==> src/hdl/b64d_pkg.sv <==
package b64d_pkg;

	// One completed group on its way from the front end to the byte emitter.
	typedef struct packed {
		logic [23:0] word;
		logic [1:0]  nbytes;
	} group_t;

	// Queue status as seen by the two sides.
	typedef struct packed {
		logic full;
		logic empty;
	} q_status_t;

	// Bytes in a full group.
	localparam logic [1:0] GROUP_BYTES = 2'd3;

endpackage

==> src/hdl/b64d_text_if.sv <==
interface b64d_text_if;
	logic       valid;
	logic       ready;
	logic [7:0] in_char;
	logic       flush;

	modport source (output valid, output in_char, output flush, input ready);
	modport sink (input valid, input in_char, input flush, output ready);
endinterface

==> src/hdl/b64d_data_if.sv <==
interface b64d_data_if;
	logic       valid;
	logic       ready;
	logic [7:0] out_byte;
	logic       last_of_run;

	modport source (output valid, output out_byte, output last_of_run, input ready);
	modport sink (input valid, input out_byte, input last_of_run, output ready);
endinterface

==> src/hdl/base64_stream_decoder.sv <==
// Base64 decoder: one character request per cycle, up to three bytes per group.
// Throughput: one character accepted and one byte delivered per cycle while the
// receiver is ready; the input stalls only when the group queue between front
// end and emitter is full. Groups pass through the queue, the current-group
// register and the output register. Reset (arst_n low, asynchronous) empties
// the queue and the output register and clears the partial group.
module base64_stream_decoder #(
	parameter int QUEUE_DEPTH = 4
) (
	input  logic         clk,
	input  logic         arst_n,
	b64d_text_if.sink    text,
	b64d_data_if.source  data
);
	import b64d_pkg::*;

	q_status_t q_status;
	group_t    push_group;
	group_t    head;
	logic      push;
	logic      pop;

	b64d_front u_front (
		.clk        (clk),
		.arst_n     (arst_n),
		.text       (text),
		.q_status   (q_status),
		.push       (push),
		.push_group (push_group)
	);

	b64d_queue #(
		.DEPTH (QUEUE_DEPTH)
	) u_queue (
		.clk        (clk),
		.arst_n     (arst_n),
		.push       (push),
		.push_group (push_group),
		.pop        (pop),
		.head       (head),
		.status     (q_status)
	);

	b64d_back u_back (
		.clk      (clk),
		.arst_n   (arst_n),
		.data     (data),
		.q_status (q_status),
		.head     (head),
		.pop      (pop)
	);

endmodule

==> src/hdl/b64d_front.sv <==
module b64d_front (
	input  logic              clk,
	input  logic              arst_n,
	b64d_text_if.sink         text,
	input  b64d_pkg::q_status_t q_status,
	output logic              push,
	output b64d_pkg::group_t  push_group
);
	import b64d_pkg::*;

	typedef enum logic [1:0] {
		CLS_DATA,
		CLS_PAD,
		CLS_SKIP
	} char_class_t;

	localparam logic [7:0] CHAR_PLUS  = 8'h2b;
	localparam logic [7:0] CHAR_SLASH = 8'h2f;
	localparam logic [7:0] CHAR_EQ    = 8'h3d;
	localparam logic [7:0] CHAR_0     = 8'h30;
	localparam logic [7:0] CHAR_9     = 8'h39;
	localparam logic [7:0] CHAR_UA    = 8'h41;
	localparam logic [7:0] CHAR_UZ    = 8'h5a;
	localparam logic [7:0] CHAR_LA    = 8'h61;
	localparam logic [7:0] CHAR_LZ    = 8'h7a;
	localparam logic [5:0] SEXTET_PLUS  = 6'd62;
	localparam logic [5:0] SEXTET_SLASH = 6'd63;
	localparam logic [5:0] SEXTET_DIGIT = 6'd52;
	localparam logic [5:0] SEXTET_LOWER = 6'd26;

	// Group being gathered: up to three sextets, right aligned.
	logic [17:0] acc_q;
	logic [1:0]  fill_q;
	logic [1:0]  pad_q;

	char_class_t cls;
	logic [5:0]  sextet;
	logic        accept;
	logic        grp_done;
	logic [23:0] grp_word;
	logic [1:0]  grp_pads;
	logic [1:0]  pad_next;
	logic [2:0]  missing;
	logic [2:0]  pad_sum;
	logic [7:0]  c;

	assign c = text.in_char;
	assign text.ready = !q_status.full;
	assign accept = text.valid && text.ready;

	// Character classification into sextet, pad or skip.
	always_comb begin
		cls = CLS_SKIP;
		sextet = '0;
		if (c == CHAR_PLUS) begin
			cls = CLS_DATA;
			sextet = SEXTET_PLUS;
		end else if (c == CHAR_SLASH) begin
			cls = CLS_DATA;
			sextet = SEXTET_SLASH;
		end else if (c == CHAR_EQ) begin
			cls = CLS_PAD;
		end else if (c >= CHAR_0 && c <= CHAR_9) begin
			cls = CLS_DATA;
			sextet = 6'(c - CHAR_0) + SEXTET_DIGIT;
		end else if (c >= CHAR_UA && c <= CHAR_UZ) begin
			cls = CLS_DATA;
			sextet = 6'(c - CHAR_UA);
		end else if (c >= CHAR_LA && c <= CHAR_LZ) begin
			cls = CLS_DATA;
			sextet = 6'(c - CHAR_LA) + SEXTET_LOWER;
		end
	end

	// Group completion, either by a fourth sextet or by a flush.
	always_comb begin
		grp_done = 1'b0;
		grp_word = {6'd0, acc_q};
		grp_pads = pad_q;
		pad_next = pad_q;
		missing = 3'd4 - {1'b0, fill_q};
		pad_sum = {1'b0, pad_q} + missing;
		if (cls == CLS_PAD && pad_q != 2'd3) begin
			pad_next = pad_q + 2'd1;
		end
		if (text.flush) begin
			grp_done = (fill_q != 2'd0);
			grp_pads = (pad_sum > 3'd3) ? 2'd3 : pad_sum[1:0];
			case (fill_q)
				2'd1:    grp_word = {acc_q[5:0], 18'd0};
				2'd2:    grp_word = {acc_q[11:0], 12'd0};
				2'd3:    grp_word = {acc_q, 6'd0};
				default: grp_word = '0;
			endcase
		end else if (cls != CLS_SKIP) begin
			grp_done = (fill_q == 2'd3);
			grp_pads = pad_next;
			grp_word = {acc_q, sextet};
		end
	end

	// A group that yields no bytes is dropped here.
	assign push_group.word = grp_word;
	assign push_group.nbytes = (grp_pads == 2'd3) ? 2'd0 : GROUP_BYTES - grp_pads;
	assign push = accept && grp_done && (grp_pads != 2'd3);

	// Accumulator state update.
	always_ff @(posedge clk or negedge arst_n) begin
		if (!arst_n) begin
			acc_q <= '0;
			fill_q <= '0;
			pad_q <= '0;
		end else if (accept) begin
			if (grp_done) begin
				acc_q <= '0;
				fill_q <= '0;
				pad_q <= '0;
			end else if (!text.flush && cls != CLS_SKIP) begin
				acc_q <= grp_word[17:0];
				fill_q <= fill_q + 2'd1;
				pad_q <= pad_next;
			end
		end
	end

endmodule

==> src/hdl/b64d_queue.sv <==
module b64d_queue #(
	parameter int DEPTH = 4
) (
	input  logic                clk,
	input  logic                arst_n,
	input  logic                push,
	input  b64d_pkg::group_t    push_group,
	input  logic                pop,
	output b64d_pkg::group_t    head,
	output b64d_pkg::q_status_t status
);
	import b64d_pkg::*;

	localparam int PW = (DEPTH > 1) ? $clog2(DEPTH) : 1;
	localparam int CW = $clog2(DEPTH + 1);

	group_t          mem_q [DEPTH];
	logic [PW-1:0]   wr_ptr_q;
	logic [PW-1:0]   rd_ptr_q;
	logic [CW-1:0]   count_q;
	logic            do_push;
	logic            do_pop;

	assign status.full = (count_q == CW'(DEPTH));
	assign status.empty = (count_q == '0);
	assign do_push = push && !status.full;
	assign do_pop = pop && !status.empty;
	assign head = mem_q[rd_ptr_q];

	// Entry storage.
	always_ff @(posedge clk) begin
		if (do_push) begin
			mem_q[wr_ptr_q] <= push_group;
		end
	end

	// Pointers and occupancy.
	always_ff @(posedge clk or negedge arst_n) begin
		if (!arst_n) begin
			wr_ptr_q <= '0;
			rd_ptr_q <= '0;
			count_q <= '0;
		end else begin
			if (do_push) begin
				wr_ptr_q <= (wr_ptr_q == PW'(DEPTH - 1)) ? '0 : wr_ptr_q + PW'(1);
			end
			if (do_pop) begin
				rd_ptr_q <= (rd_ptr_q == PW'(DEPTH - 1)) ? '0 : rd_ptr_q + PW'(1);
			end
			if (do_push && !do_pop) begin
				count_q <= count_q + CW'(1);
			end else if (do_pop && !do_push) begin
				count_q <= count_q - CW'(1);
			end
		end
	end

endmodule

==> src/hdl/b64d_back.sv <==
module b64d_back (
	input  logic                clk,
	input  logic                arst_n,
	b64d_data_if.source         data,
	input  b64d_pkg::q_status_t q_status,
	input  b64d_pkg::group_t    head,
	output logic                pop
);
	import b64d_pkg::*;

	// Group being emitted and the index of its next byte.
	logic [23:0] cur_word_q;
	logic [1:0]  cur_n_q;
	logic [1:0]  cur_k_q;
	logic        cur_valid_q;

	// Output register.
	logic        out_valid_q;
	logic [7:0]  out_byte_q;
	logic        out_last_q;

	logic        load_out;
	logic        cur_last;
	logic        cur_free;
	logic [7:0]  cur_byte;

	assign load_out = !out_valid_q || data.ready;
	assign cur_last = (cur_k_q == cur_n_q - 2'd1);
	assign cur_free = !cur_valid_q || (load_out && cur_last);
	assign pop = cur_free && !q_status.empty;

	// Byte selection, most significant first.
	always_comb begin
		case (cur_k_q)
			2'd0:    cur_byte = cur_word_q[23:16];
			2'd1:    cur_byte = cur_word_q[15:8];
			2'd2:    cur_byte = cur_word_q[7:0];
			default: cur_byte = '0;
		endcase
	end

	// Current group tracking.
	always_ff @(posedge clk or negedge arst_n) begin
		if (!arst_n) begin
			cur_valid_q <= 1'b0;
			cur_k_q <= '0;
			cur_n_q <= '0;
		end else if (cur_free) begin
			cur_valid_q <= !q_status.empty;
			cur_k_q <= '0;
			cur_n_q <= head.nbytes;
		end else if (load_out) begin
			cur_k_q <= cur_k_q + 2'd1;
		end
	end

	always_ff @(posedge clk) begin
		if (cur_free) begin
			cur_word_q <= head.word;
		end
	end

	// Output register valid.
	always_ff @(posedge clk or negedge arst_n) begin
		if (!arst_n) begin
			out_valid_q <= 1'b0;
		end else if (load_out) begin
			out_valid_q <= cur_valid_q;
		end
	end

	always_ff @(posedge clk) begin
		if (load_out) begin
			out_byte_q <= cur_byte;
			out_last_q <= cur_last;
		end
	end

	assign data.valid = out_valid_q;
	assign data.out_byte = out_byte_q;
	assign data.last_of_run = out_last_q;

endmodule

==> src/flat_wrapper.sv <==
// flat-port wrapper written by rule: the top's interface ports become plain ports
module base64_stream_decoder_flat import b64d_pkg::*;
#(
	parameter int QUEUE_DEPTH = 4
)
  (clk, arst_n, text_valid, text_in_char, text_flush, text_ready, data_valid, data_out_byte, data_last_of_run, data_ready);
  b64d_text_if text_i ();
  b64d_data_if data_i ();
  input  logic clk;
  input  logic arst_n;
  input wire logic [$bits(text_i.valid)-1:0] text_valid;
  input wire logic [$bits(text_i.in_char)-1:0] text_in_char;
  input wire logic [$bits(text_i.flush)-1:0] text_flush;
  output wire logic [$bits(text_i.ready)-1:0] text_ready;
  output wire logic [$bits(data_i.valid)-1:0] data_valid;
  output wire logic [$bits(data_i.out_byte)-1:0] data_out_byte;
  output wire logic [$bits(data_i.last_of_run)-1:0] data_last_of_run;
  input wire logic [$bits(data_i.ready)-1:0] data_ready;
  assign text_i.valid = text_valid;
  assign text_i.in_char = text_in_char;
  assign text_i.flush = text_flush;
  assign text_ready = text_i.ready;
  assign data_valid = data_i.valid;
  assign data_out_byte = data_i.out_byte;
  assign data_last_of_run = data_i.last_of_run;
  assign data_i.ready = data_ready;
  base64_stream_decoder #(.QUEUE_DEPTH(QUEUE_DEPTH)) u_core (.clk(clk), .arst_n(arst_n), .text(text_i), .data(data_i));
endmodule
==> config.mk <==
export PLATFORM = sky130hd
export DESIGN_NAME = base64_stream_decoder_flat
export DESIGN_NICKNAME = d
export VERILOG_FILES = /design/src/hdl/b64d_pkg.sv /design/src/hdl/b64d_text_if.sv /design/src/hdl/b64d_data_if.sv /design/src/hdl/base64_stream_decoder.sv /design/src/hdl/b64d_front.sv /design/src/hdl/b64d_queue.sv /design/src/hdl/b64d_back.sv /design/src/flat_wrapper.sv
export SDC_FILE = /design/constraint.sdc
export NUM_CORES = 1
export LEC_CHECK = 0
export ABC_AREA = 1
export BUFFER_PORTS_ARGS = -buffer_cell sky130_fd_sc_hd__buf_4
export CAP_MARGIN = 20
export CORE_MARGIN = 2
export CORE_UTILIZATION = 58
export DETAILED_ROUTE_END_ITERATION = 12
export GPL_ROUTABILITY_DRIVEN = 0
export PLACE_DENSITY = 0.86
export SKIP_LAST_GASP = 1
export SYNTH_ARGS = -nofsm -noshare
export SYNTH_HDL_FRONTEND = slang
export SYNTH_SLANG_ARGS = --single-unit
==> constraint.sdc <==
create_clock -name clk -period 4.4 [get_ports clk]
set_clock_uncertainty 0.1 [all_clocks]
set_input_delay 0.66 -clock clk [delete_from_list [all_inputs] [get_ports clk]]
set_output_delay 0.66 -clock clk [all_outputs]
set_load 0.005 [all_outputs]
* Word level (Yosys, flattened, before mapping) *
Memory sizes are Yosys's and may differ from the RTL's.
Index checks and enable logic that the tools add are counted.

word-level totals
  register bits after elaboration = 68
  bits in latches = 0
  memory bits (writable) = 104
  ROM bits = 0
  bits of input ports = 13
  output and inout port bits = 11
  logic and storage cells = 121
  memories = 1

operators by class
  add/sub/neg operators = 16
  multipliers = 0
  div/mod/pow operators = 0
  order comparisons = 7
  equality and inequality tests = 17
  shifts and indexed selects = 0
  mux-type cells = 37
  bitwise logic cells = 0
  reductions and logical operators = 30

memories
  name                  words  bits a word  rd ports  clocked after Yosys merged registers in  write ports  line              text
  u_core.u_queue.mem_q  4      26           1         0                                        1            b64d_queue.sv:17  group_t mem_q [DEPTH];

operators with widths
  operator                                                        count
  case mux 24 bit (3 select lines)                                1
  two-way mux 24 bit                                              2
  two-way mux 2 bit                                               19
  two-way mux 18 bit                                              2
  two-way mux 6 bit                                               6
  equality test 8 x 6 -> 1 bit, second input constant             3
  case mux 8 bit (3 select lines)                                 1
  >= comparator 8 x 7 -> 1 bit, second input constant             2
  less-or-equal comparator 8 x 7 -> 1 bit, second input constant  2
  logical AND 1 bit                                               14
  equality test 2 bit, second input constant                      6
  subtractor 6 bit, second input constant                         2
  adder 2 x 1 -> 2 bit, second input constant                     5
  >= comparator 8 x 6 -> 1 bit, second input constant             1
  less-or-equal comparator 8 x 6 -> 1 bit, second input constant  1
  nonzero test 2 bit                                              4
  logical NOT 1 bit                                               7
  adder 6 x 5 -> 6 bit, second input constant                     1
  adder 6 bit, second input constant                              1
  equality test 2 x 1 -> 1 bit, second input constant             3
  two-way mux 3 bit                                               2
  != test 2 bit, second input constant                            3
  subtractor 6 x 1 -> 6 bit, second input constant                1
  two-way mux 1 bit                                               4
  other kinds (13)                                                14

* Logic depth before layout (Yosys ltp) *
Gate-level depths: netlist of run 1.

  word-level depth = 20
  gate-level depth with buffers = 20
  mapped depth without buffers = 20

* Modules after synthesis *
A second synthesis of run 1 with hierarchy kept.

unflattened totals
  cells, all modules = 903
  area total of the unflattened synthesis = 8,777.2 um2

by module, submodules not included
  module      instances  cells each  area an instance (um2)  seq. area each (um2)
  b64d_queue  1          364         4,698.3                 3,298.2
  b64d_front  1          407         2,488.6                 550.5
  b64d_back   1          132         1,590.3                 1,141.1

* Least setup slack after synthesis of run 1 *
Ideal clock, no wire load.

  kind = input to register
  from = in text_in_char[3]
  to = mem u_core.u_queue.mem_q[0][0] (netlist bit) (enable)
  setup time = 0.409 ns
  arrival = 3.052 ns
  data required time = 3.891 ns
  setup slack = 0.839 ns
  stages on the path = 13
  buffers on the path = 1
  path through = buf_2 inv_1 ha_1 nand2_1 inv_1 nand3_1 nand3_2 nand2_1 nand3_4 nand3_1 nand2_1 nand3_2 nor2_1

between the ends
  longest elaborated chain between the ends = 18
  elaborated cells on any way between the ends = 32
  those cells by class = order compare (6); eq/ne (6); mux (13); reduce/logical (7)

RTL lines
  element                                                                                         line                text
  start: declaration                                                                              flat_wrapper.sv:12  input wire logic [$bits(text_i.in_char)-1:0] text_in_char;
  >= comparator 8 x 7 -> 1 bit / less-or-equal comparator 8 x 7 -> 1 bit (equally long branches)  b64d_front.sv:69    end else if (c >= CHAR_LA && c <= CHAR_LZ) begin
  logical AND 1 bit                                                                               b64d_front.sv:69
  two-way mux 2 bit                                                                               b64d_front.sv:69
  two-way mux 2 bit                                                                               b64d_front.sv:66    end else if (c >= CHAR_UA && c <= CHAR_UZ) begin
  two-way mux 2 bit                                                                               b64d_front.sv:63    end else if (c >= CHAR_0 && c <= CHAR_9) begin
  two-way mux 2 bit                                                                               b64d_front.sv:61    end else if (c == CHAR_EQ) begin
  two-way mux 2 bit                                                                               b64d_front.sv:58    end else if (c == CHAR_SLASH) begin
  two-way mux 2 bit (*)                                                                           b64d_front.sv:55    if (c == CHAR_PLUS) begin
  (+2 left out)                                                                                   -
  two-way mux 2 bit                                                                               b64d_front.sv:83    if (cls == CLS_PAD && pad_q != 2'd3) begin
  two-way mux 2 bit                                                                               b64d_front.sv:95    end else if (cls != CLS_SKIP) begin
  two-way mux 2 bit                                                                               b64d_front.sv:86    if (text.flush) begin
  != test 2 bit                                                                                   b64d_front.sv:105   assign push = accept && grp_done && (grp_pads != 2'd3);
  logical AND 1 bit (*)                                                                           b64d_front.sv:105
  logical AND 1 bit (*)                                                                           b64d_queue.sv:26    assign do_push = push && !status.full;
  two-way mux 1 bit (*)                                                                           b64d_queue.sv:32    if (do_push) begin
  two-way mux 1 bit (implied by the code) (*)                                                     b64d_queue.sv:33    mem_q[wr_ptr_q] <= push_group;
  end: declaration                                                                                b64d_queue.sv:17

Every way passes the cells marked *; elsewhere a longest branch is shown, timed or not.

* Worst setup path after layout of run 1 *
  from = reg u_core.u_front.fill_q[0]
  to = reg u_core.u_queue.count_q[2]

between the ends
  longest elaborated chain between the ends = 11
  elaborated cells on any way between the ends = 18
  those cells by class = add/sub (2); order compare (1); eq/ne (2); mux (5); reduce/logical (8)

RTL lines
  element                       line               text
  start: declaration            b64d_front.sv:33   logic [1:0] fill_q;
  start signal: assignment      b64d_front.sv:120  fill_q <= fill_q + 2'd1;
  subtractor 3 x 2 -> 3 bit     b64d_front.sv:81   missing = 3'd4 - {1'b0, fill_q};
  adder 2 x 3 -> 3 bit          b64d_front.sv:82   pad_sum = {1'b0, pad_q} + missing;
  > comparator 3 x 2 -> 1 bit   b64d_front.sv:88   grp_pads = (pad_sum > 3'd3) ? 2'd3 : pad_sum[1:0];
  two-way mux 2 bit             b64d_front.sv:88
  two-way mux 2 bit             b64d_front.sv:86
  != test 2 bit                 b64d_front.sv:105
  logical AND 1 bit (*)         b64d_front.sv:105
  logical AND 1 bit (*)         b64d_queue.sv:26
  via u_core.u_queue.do_push    b64d_queue.sv:21   logic do_push;
  logical NOT 1 bit             b64d_queue.sv:52   end else if (do_pop && !do_push) begin
  logical AND 1 bit             b64d_queue.sv:52
  nonzero test 2 bit (no line)  -
  end signal: assignment        b64d_queue.sv:51   count_q <= count_q + CW'(1);
  end signal: assignment        b64d_queue.sv:53   count_q <= count_q - CW'(1);
  end: declaration              b64d_queue.sv:20   logic [CW-1:0] count_q;

The timed path passes the listed nets; every way through them passes the cells marked *.
A chain may end at the register's enable or synchronous reset.

==> reports/metrics.csv, run 1 <==
metric;value;unit
status;finished, final reports clean;
final-setup-viol-count;0;
cts_max_level;4;
timing.final.ws_setup;1.17;ns
worst-setup-path-type;flip-flop to flip-flop;
drc;0;
root_buffer;clkbuf_16;
grt_pass1_vias;5737;
place_ws;0.795;ns
arrival;3.43;ns
yosys.area.top_type;edfxtp_1;
cts_max_path_buffers;2;
maxSlewViolCount;0;
drt_first_iter_violations;606;
grt-ovfl-total;0;
ant_nets;0;
synth_nets;887;
vias;6063;
start_util;0.596;
ios;24;
ys.warnings.count;0;
period_share;0.733;
std_cell_rows;43;
rsz0062_at_grt;false;
rrSetupSlack;1.17;ns
numCtsBuffers;17;
grt_max_degree;54;
grt_usage;0.238;
area_delta_synth_final;11.0;%
tightest_slew;1.00;ns
clkLatencyLatePin;0.42;ns
netlist.area_leader.share;0.495;
drive_above_1_share;0.110;
coreArea;13900;µm²
ctsResizeCount;0;
leakage;3.84;nW
syn_area;8310;µm²
ir_worst_vdd;357;µV
die_area;15300;µm²
max_cap_viol_count;0;
finalWirelength;17200;µm
syn_inst;846;
holdCritPathClass;input port to asynchronous set/reset pin;
power.density;620;nW/µm²
grt_pass1_wl;27400;µm
routed_via_density;5.74;
seq_area_frac_synth;0.600;
ys_types;39;
post-cts-setup-buffers;0;
relSlewSlack;0.327;
wire_per_inst;16.3;µm
max_freq;310;MHz
endpoint_kind;flip-flop;
synth_area_leaders;edfxtp_1 (49%), dfrtp_1 (11%), nand2_1 (9.3%), nor2_1 (4.1%), ha_1 (3.9%);
ys.flop_type;edfxtp_1;
critPathRequiredTime;4.60;ns
first_pass_iters;5;
synth_area_per_cell;9.82;µm²
clk_pin_slew_worst_paths;0.06;ns
n_antenna_cell;0;
fin_nets;904;
cts_hold_buf;0;
ys_seq_elements;172;
hpwl;11200;µm
cts_tree;yes;
final.min_clock_period;3.23;ns
tns;0;ns
critical_path.max_fanout;7;
io_buffers;23;
dieHeight;124;µm
async_flop_share;0.203;
hold_viol;0;
start_kind;flip-flop;
synth_edf_count;137;
cts.sinks;172;
antenna_found_initial;0;
chipWidth;124;µm
==> worst paths after layout <==
kind,startpoint,end,depth (start not counted)
hold / removal,arst_n,u_core.u_back.cur_k_q[0]$_DFFE_PN0P_,1
hold reg to reg,u_core.u_back.cur_valid_q$_DFFE_PN0P_,u_core.u_back.data.valid$_DFFE_PN0P_,2
max in group asynchronous,arst_n,u_core.u_front.acc_q[15]$_DFFE_PN0P_,1
min in group clk,u_core.u_back.cur_valid_q$_DFFE_PN0P_,u_core.u_back.data.valid$_DFFE_PN0P_,2
setup / recovery,u_core.u_front.fill_q[0]$_DFFE_PN0P_,u_core.u_queue.count_q[2]$_DFFE_PN0P_,14
setup reg to reg,u_core.u_front.fill_q[0]$_DFFE_PN0P_,u_core.u_queue.count_q[2]$_DFFE_PN0P_,14
==> placed cells by master (no fill, tap or decap), types with 17 or more instances in the layout <==
cell,Yosys,layout
buf_4,4,33
nand3_1,45,45
clkbuf_16,0,17
inv_1,81,81
nor2_1,91,87
o21ai_0,63,63
edfxtp_1,137,137
dfrtp_1,35,35
nand2_1,205,205
ha_1,26,26
o22ai_1,40,40
==> critical path: stages (launching register included) <==
cell	delay, ns
dfrtp_1	0.43
ha_1	0.25
fa_1	0.54
nand3_1	0.07
nand2_1	0.21
inv_1	0.07
nand2_1	0.11
nand3_2	0.18
inv_1	0.10
ha_1	0.14
inv_1	0.08
fa_1	0.43
a21oi_1	0.15
o21ai_0	0.11
xnor2_1	0.14
==> area by class of cell <==
class / count / area (µm²)
Sequential cell: 172 / 4990
Fill cell: 1037 / 4710
Multi-Input combinational cell: 548 / 2810
Clock buffer: 19 / 433
Inverter: 91 / 345
Timing Repair Buffer: 33 / 248
Tap cell: 180 / 225
Clock inverter: 13 / 174
==> power breakdown <==
part           switching [mW]  internal [mW]
registers               0.200           2.27
logic                    1.16          0.561
clock network           0.586          0.943
total                    1.95           3.77
==> synthesized netlist by cell type, types with 4 or more instances <==
library cell / number
edfxtp_1: 137
xor2_1: 5
o21ai_0: 63
buf_2: 6
a21oi_1: 13
clkbuf_1: 22
nor2_1: 91
xnor2_1: 4
o21ai_1: 12
buf_4: 4
nand3_1: 45
nand2_1: 205
inv_2: 7
a31oi_1: 6
inv_1: 81
ha_1: 26
o22ai_1: 40
nand4_1: 4
dfrtp_1: 35
o21ai_2: 4
nand2_2: 6
and2_1: 5
==> layer usage <==
metal	part of all wire	up-vias	GRT usage
met1	0.40	2856	0.300
met5	0	-	0
met2	0.49	279	0.393
met4	0.033	0	0.114
met3	0.075	52	0.0531
li1	-	2876	-
==> registers in the layout, indices dropped and copies added (netlist names), 3 cells and up <==
signal and count:
u_core.u_back.cur_word_q 24, u_core.u_queue.mem_q 104, u_core.u_front.acc_q 18, u_core.u_queue.count_q 3
u_core.u_back.data.out_byte 8
==> stage by stage <==
stage	area [µm²]	total power, mW	utilization	hold slack, ns	cells
final	9230	5.72	0.662	0.109	1056
after global routing	9230	6.05	0.662	0.147	1056
after CTS	9230	5.73	0.662	0.124	1056
after detailed placement	8620	4.20	0.618	0.373	1024
after global placement	8620	4.10	0.618	0.360	1024
after floorplan	8310	3.64	-	0.264	846
==> kinds of logic after synthesis <==
family          synth area share
simple gates               0.186
flops                      0.600
compound gates            0.0960
buf+inv                   0.0628
fa+ha+maj                 0.0440
xor+xnor                 0.00948
mux                      0.00135
Power figures use the tool's default switching activity.
==> run 2: changes to the inputs <==
--- a/config.mk
+++ b/config.mk
@@ -9,10 +9,10 @@
 export BUFFER_PORTS_ARGS = -buffer_cell sky130_fd_sc_hd__buf_4
 export CAP_MARGIN = 20
 export CORE_MARGIN = 2
-export CORE_UTILIZATION = 58
+export CORE_UTILIZATION = 56
 export DETAILED_ROUTE_END_ITERATION = 12
 export GPL_ROUTABILITY_DRIVEN = 0
-export PLACE_DENSITY = 0.86
+export PLACE_DENSITY = 0.87
 export SKIP_LAST_GASP = 1
 export SYNTH_ARGS = -nofsm -noshare
 export SYNTH_HDL_FRONTEND = slang
==> constraint.sdc (replaced) <==
create_clock -name clk -period 2.9 [get_ports clk]
set_clock_uncertainty 0.1 [all_clocks]
set_input_delay 0.435 -clock clk [delete_from_list [all_inputs] [get_ports clk]]
set_output_delay 0.435 -clock clk [all_outputs]
set_load 0.005 [all_outputs]
==> run 2 against run 1 <==
Cell area grew 2.6%. Clock power increased by 29%. Power rose by 50%. Critical path depth is 1 lower. Die area up 3.5%. Cell count grew 2.9%. Via count rose by 1.5%. Core utilization shrank 1.1 points. Sequential share of layout area decreased by 1.4 points.
==> reports/metrics.csv, run 2 (synthesis results as in run 1) <==
metric;value;unit;change
relSlewSlack;0.436;;was 0.327
grt_pass1_vias;6091;;was 5737
leakage;3.94;nW;was 3.84 nW
final-setup-viol-count;0;;unchanged
max_cap_viol_count;0;;unchanged
drt_first_iter_violations;570;;was 606
ant_nets;0;;unchanged
dieHeight;126;µm;was 124 µm
layout_common_cells;nand2_1 (201), edfxtp_1 (137), nor2_1 (86);;was nand2_1 (205), edfxtp_1 (137), nor2_1 (87)
regMostFlops;u_core.u_queue.mem_q;;unchanged
power.total;8.57;mW;was 5.72 mW
start_kind;flip-flop;;unchanged
reg_top3;u_core.u_queue.mem_q x104, u_core.u_back.cur_word_q x24, u_core.u_front.acc_q x18;;unchanged
cts.sinks;172;;unchanged
final_cells;1087;;was 1056
cts_max_path_buffers;2;;unchanged
hold_ws;0.310;ns;was 0.109 ns
critPathSlowestCell;fa_1;;unchanged
ir_worst_vdd;598;µV;was 357 µV
timing.final.ws_setup;0.0966;ns;was 1.17 ns
grt_max_degree;55;;was 54
n_antenna_cell;0;;unchanged
vias;6151;;was 6063
chipWidth;126;µm;was 124 µm
routed_via_density;5.66;;was 5.74
arrival;3.00;ns;was 3.43 ns
drc;0;;unchanged
first_pass_iters;6;;was 5
std_cell_rows;44;;was 43
finalWirelength;17700;µm;was 17200 µm
largest_reg_flops;104;;unchanged
grt_usage;0.231;;was 0.238
worst-setup-path-type;flip-flop to flip-flop;;unchanged
dp_cells;1053;;was 1024
final.min_clock_period;2.80;ns;was 3.23 ns
die_area;15800;µm²;was 15300 µm²
numCtsBuffers;17;;unchanged
path_common_cell;inv_1;;unchanged
regArea;4990;µm²;unchanged
ios;24;;unchanged
cts_max_level;4;;unchanged
slowest_delay;0.47;ns;was 0.54 ns
hpwl;11700;µm;was 11200 µm
clkLatencyLatePin;0.42;ns;about the same
area_delta_synth_final;13.8;%;was 11.0%
fin_nets;932;;was 904
multiInputGateArea;2860;µm²;was 2810 µm²
drive_above_1_share;0.147;;was 0.110
endpoint_kind;flip-flop;;unchanged
final_common_cell;nand2_1;;unchanged
critical_path.max_fanout;2;;was 7
cts_tree;yes;;unchanged
tightest_slew;0.845;ns;was 1.00 ns
max_freq;357;MHz;was 310 MHz
holdCritPathClass;input port to flip-flop;;was input port to asynchronous set/reset pin
grt-ovfl-total;0;;unchanged
critPathRequiredTime;3.10;ns;was 4.60 ns
hold_viol;0;;unchanged
io_buffers;23;;unchanged
grt_pass1_wl;28700;µm;was 27400 µm
power.density;906;nW/µm²;was 620 nW/µm²
wire_per_inst;16.3;µm;about the same
clk_pin_slew_worst_paths;0.06;ns;about the same
root_buffer;clkbuf_16;;unchanged
antenna_found_initial;0;;unchanged
coreArea;14500;µm²;was 13900 µm²
status;finished, final reports clean;;unchanged
place_ws;-0.0767;ns;was 0.795 ns
period_share;0.967;;was 0.733
start_util;0.572;;was 0.596
crit_chain;inv_1, ha_2, fa_1, a21oi_2, inv_1, nand2_1, nand2_2, nand3_4, inv_1, ha_1, inv_1, fa_2, mux2_2;;was ha_1, fa_1, nand3_1, nand2_1, inv_1, nand2_1, nand3_2, inv_1, ha_1, inv_1, fa_1, a21oi_1, o21ai_0, xnor2_1
n_fill_cell;1080;;was 1037
maxSlewViolCount;0;;unchanged
[run 2: cell types whose count changed in the layout (fill, tap and decap cells not counted), sizes merged]
cell	delta
clkinvlp	-1
clkbuf	+3
bufinv	-4
buf	+27
inv	+1
dlygate4sd3	+1
[run 2: repair_timing]
item,CTS,global route
pin swaps,0,1
hold buffers,1,0
endpoints found under the hold margin,35,0
setup endpoints to repair,1,2
buffers inserted,1,1
resized for setup,0,8
[run 2: path summary, 6_finish.rpt]
path | from | to | slack [ns] | cells after the start
min reg2reg | u_core.u_back.cur_valid_q$_DFFE_PN0P_ | u_core.u_back.data.valid$_DFFE_PN0P_ | 0.40 | 2
min in group asynchronous | arst_n | u_core.u_back.data.valid$_DFFE_PN0P_ | 0.44 | 2
max | u_core.u_front.pad_q[0]$_DFFE_PN0P_ | u_core.u_queue.count_q[1]$_DFFE_PN0P_ | 0.1 | 13
min | text_flush | u_core.u_front.acc_q[4]$_DFFE_PN0P_ | 0.31 | 4
max in group asynchronous | arst_n | u_core.u_back.cur_n_q[0]$_DFFE_PN0P_ | 1.88 | 2
max reg2reg | u_core.u_front.pad_q[0]$_DFFE_PN0P_ | u_core.u_queue.count_q[1]$_DFFE_PN0P_ | 0.1 | 13
[run 2: routing by layer]
metal  wire (µm)  track usage  vias to the layer above  part of all wire
li1            -            -                     2926                 -
met1        7080        0.281                     2897              0.40
met2        8770        0.392                      268              0.50
met3        1290       0.0595                       60             0.073
met4         567        0.101                        0             0.032
met5           0            0                        -                 0
[run 2: area by class of cell]
cell class / instances / area share
Tap cell: 184 / 0.0243
Sequential cell: 172 / 0.527
Multi-Input combinational cell: 548 / 0.302
Timing Repair Buffer: 61 / 0.0553
Inverter: 91 / 0.0369
Clock buffer: 22 / 0.0469
Clock inverter: 9 / 0.00688
[run 2: critical path: cells and delay by family (launching register included)]
family,cells,cell delay (ns)
adders and majority gates,4,1.27
DFF,1,0.35
and+or+nand+nor,3,0.30
muxes,1,0.27
buffers and inverters,4,0.25
AOI/OAI and AO/OA,1,0.14
[run 2: report_power, final]
part           total [mW]  internal [mW]  switching, mW
clock network        1.98           1.09          0.890
registers            3.74           3.45          0.297
logic                2.84          0.978           1.86
total                8.57           5.52           3.05
[run 2: stage by stage]
stage | TNS [ns] | utilization | instance area (µm²)
2_1_floorplan | 0 | - | 8350
3_3_place_gp | 0 | 0.613 | 8910
3_5_place_dp | -0.0775 | 0.613 | 8910
4_1_cts | 0 | 0.649 | 9430
5_1_grt | -0.0295 | 0.651 | 9460
6_report | 0 | 0.651 | 9460
==> run 3: changes to the inputs <==
--- a/config.mk
+++ b/config.mk
@@ -9,10 +9,10 @@
 export BUFFER_PORTS_ARGS = -buffer_cell sky130_fd_sc_hd__buf_4
 export CAP_MARGIN = 20
 export CORE_MARGIN = 2
-export CORE_UTILIZATION = 56
+export CORE_UTILIZATION = 58
 export DETAILED_ROUTE_END_ITERATION = 12
 export GPL_ROUTABILITY_DRIVEN = 0
-export PLACE_DENSITY = 0.87
+export PLACE_DENSITY = 0.86
 export SKIP_LAST_GASP = 1
 export SYNTH_ARGS = -nofsm -noshare
 export SYNTH_HDL_FRONTEND = slang
==> constraint.sdc (replaced) <==
create_clock -name clk -period 3.5 [get_ports clk]
set_clock_uncertainty 0.1 [all_clocks]
set_input_delay 0.875 -clock clk [delete_from_list [all_inputs] [get_ports clk]]
set_output_delay 0.875 -clock clk [all_outputs]
set_load 0.005 [all_outputs]
==> run 3 against run 2 <==
First-iteration DRC count decreased by 17%. Non-clock buffer count decreased by 14. Sequential cell count is the same. Worst setup slack better by 0.37 ns. Clock power barely moved. Worst hold slack improved by 0.014 ns. Sequential power decreased by 17%. Die area shrank 3.3%. Wire length grew 1.8%. Critical path depth increased by 6. Combinational power is 20% lower. Clock-buffer cell count down 4.
==> reports/metrics.csv, run 3 (synthesis results as in run 1) <==
metric;value;unit;change
period_share;0.867;;
area_delta_synth_final;13.1;%;was 13.8%
reg2reg_from;u_core.u_front.fill_q[0]$_DFFE_PN0P_;;was u_core.u_front.pad_q[0]$_DFFE_PN0P_
start_util;0.596;;was 0.572
n_antenna_cell;0;;unchanged
relSlewSlack;0.376;;was 0.436
cts_hold_buf;0;;was 1
cts.sinks;172;;unchanged
ios;24;;unchanged
drt-met1-wl;7090;µm;was 7080 µm
holdCritPathClass;input port to asynchronous set/reset pin;;was input port to flip-flop
tns;0;ns;unchanged
hold_viol;0;;unchanged
n_fill_cell;1012;;was 1080
clk_pin_slew_worst_paths;0.06;ns;about the same
finalWirelength;18000;µm;was 17700 µm
power.total;7.33;mW;was 8.57 mW
cts_max_level;4;;unchanged
clkLatencyLatePin;0.43;ns;was 0.42 ns
antenna_found_initial;0;;unchanged
vias;6183;;was 6151
tightest_slew;0.934;ns;was 0.845 ns
grt_usage;0.251;;was 0.231
post-cts-setup-buffers;0;;was 1
fin_nets;918;;was 932
leakage;3.92;nW;was 3.94 nW
drt_first_iter_violations;475;;was 570
grt_pass1_vias;5966;;was 6091
worst-setup-path-type;input port to flip-flop;;was flip-flop to flip-flop
ir_worst_vdd;430;µV;was 598 µV
regMostFlops;u_core.u_queue.mem_q;;unchanged
cts_tree;yes;;unchanged
maxSlewViolCount;0;;unchanged
clockPowerShare;0.269;;was 0.231
power.density;780;nW/µm²;was 906 nW/µm²
grt_max_degree;55;;unchanged
numCtsBuffers;17;;unchanged
switchingPower;2.53;mW;was 3.05 mW
drive_above_1_share;0.126;;was 0.147
std_cell_rows;43;;was 44
coreArea;13900;µm²;was 14500 µm²
startpoint;text_in_char[1];;was u_core.u_front.pad_q[0]$_DFFE_PN0P_
critPathRequiredTime;3.71;ns;was 3.10 ns
chipWidth;124;µm;was 126 µm
wire_per_inst;16.8;µm;was 16.3 µm
ctsResizeCount;0;;unchanged
seqPwrFrac;0.422;;was 0.437
wl_met3;1320;µm;was 1290 µm
routed_via_density;5.78;;was 5.66
pwr-share-comb;0.310;;was 0.332
largest_reg_flops;104;;unchanged
ant_nets;0;;unchanged
highest_layer;met4;;unchanged
drc;0;;unchanged
grt-ovfl-total;0;;unchanged
critical_path.max_fanout;6;;was 2
endpoint_kind;flip-flop;;unchanged
root_buffer;clkbuf_16;;unchanged
die_area;15300;µm²;was 15800 µm²
max_cap_viol_count;0;;unchanged
rsz0062_at_grt;false;;
grt_pass1_wl;28900;µm;was 28700 µm
sw_frac_of_total;0.345;;was 0.356
met2_length;9080;µm;was 8770 µm
reg_top3;u_core.u_queue.mem_q x104, u_core.u_back.cur_word_q x24, u_core.u_front.acc_q x18;;unchanged
start_kind;input port;;was flip-flop
final.min_clock_period;3.04;ns;
hpwl;11600;µm;was 11700 µm
arrival;3.24;ns;was 3.00 ns
max_freq;329;MHz;
first_pass_iters;6;;unchanged
layout_common_cells;nand2_1 (205), edfxtp_1 (137), nor2_1 (87);;was nand2_1 (201), edfxtp_1 (137), nor2_1 (86)
final_common_cell;nand2_1;;unchanged
dieHeight;124;µm;was 126 µm
status;finished, final reports clean;;unchanged
cts_max_path_buffers;2;;unchanged
io_buffers;23;;unchanged
p_int;4.80;mW;was 5.52 mW
final-setup-viol-count;0;;unchanged
## run 3: changes by cell type in the layout (fill, tap and decap cells not counted), moves of 2 or more
cell       previous run  this run
bufinv_16             0         4
nand2_2              10         6
clkbuf_1              5         1
a21oi_1              11        13
inv_1                79        81
a21oi_2               2         0
nand2_1             201       205
buf_4                55        43
clkinv_4              3         1
## run 3: worst paths after layout
kind | end | slack, ns | cells past startpoint
max | u_core.u_queue.count_q[2]$_DFFE_PN0P_ | 0.46 | 19
min | u_core.u_back.cur_k_q[1]$_DFFE_PN0P_ | 0.32 | 1
max reg2reg | u_core.u_queue.count_q[2]$_DFFE_PN0P_ | 0.50 | 14
min reg2reg | u_core.u_back.data.valid$_DFFE_PN0P_ | 0.39 | 2
max in group asynchronous | u_core.u_front.acc_q[7]$_DFFE_PN0P_ | 2.61 | 1
min in group clk | u_core.u_back.data.valid$_DFFE_PN0P_ | 0.39 | 2
## run 3: layer usage
layer / track usage / vias up
li1: - / 2908
met1: 0.305 / 2940
met2: 0.423 / 279
met3: 0.0650 / 56
met4: 0.114 / 0
met5: 0 / -
## run 3: power by group through the flow
stage          logic (mW)  registers [mW]  clock network (mW)
2_1_floorplan        1.52            3.06                   0
5_1_grt              2.54            3.14                2.06
3_5_place_dp         2.22            3.12                   0
6_report             2.27            3.09                1.97
3_3_place_gp         2.10            3.10                   0
4_1_cts              2.26            3.09                1.98
## run 3: area by class of cell
type,count,area (µm²),area share
multi-input cells,548,2810,0.299
clock inverters,14,194,0.0206
repair buffers,47,403,0.0429
flip-flops and latches,172,4990,0.531
clock buffers,18,429,0.0457
inverters,91,345,0.0368
well taps,180,225,0.0240
## run 3: stage by stage
step | area [µm²] | util | cells | hold WS, ns | setup slack (ns)
floorplan | 8310 | - | 846 | 0.349 | -0.276
global route | 9400 | 0.674 | 1070 | 0.344 | 0.269
CTS | 9400 | 0.674 | 1070 | 0.327 | 0.463
detailed placement | 8770 | 0.630 | 1038 | 0.381 | 0.0147
finish | 9400 | 0.674 | 1070 | 0.323 | 0.465
global placement | 8770 | 0.630 | 1038 | 0.365 | 0.108
## run 3: critical path: stages
cell and delay [ns]:
buf_4 0.13, inv_1 0.09, ha_1 0.24, nand2_1 0.08, inv_1 0.07, nand3_1 0.10
nand3_2 0.10, nand2_1 0.10, nand3_4 0.10, nand3_1 0.06, nand2_1 0.12, nand3_2 0.09
inv_1 0.07, ha_1 0.13, inv_1 0.07, fa_1 0.43, a21oi_1 0.14, o21ai_0 0.12
xnor2_1 0.14
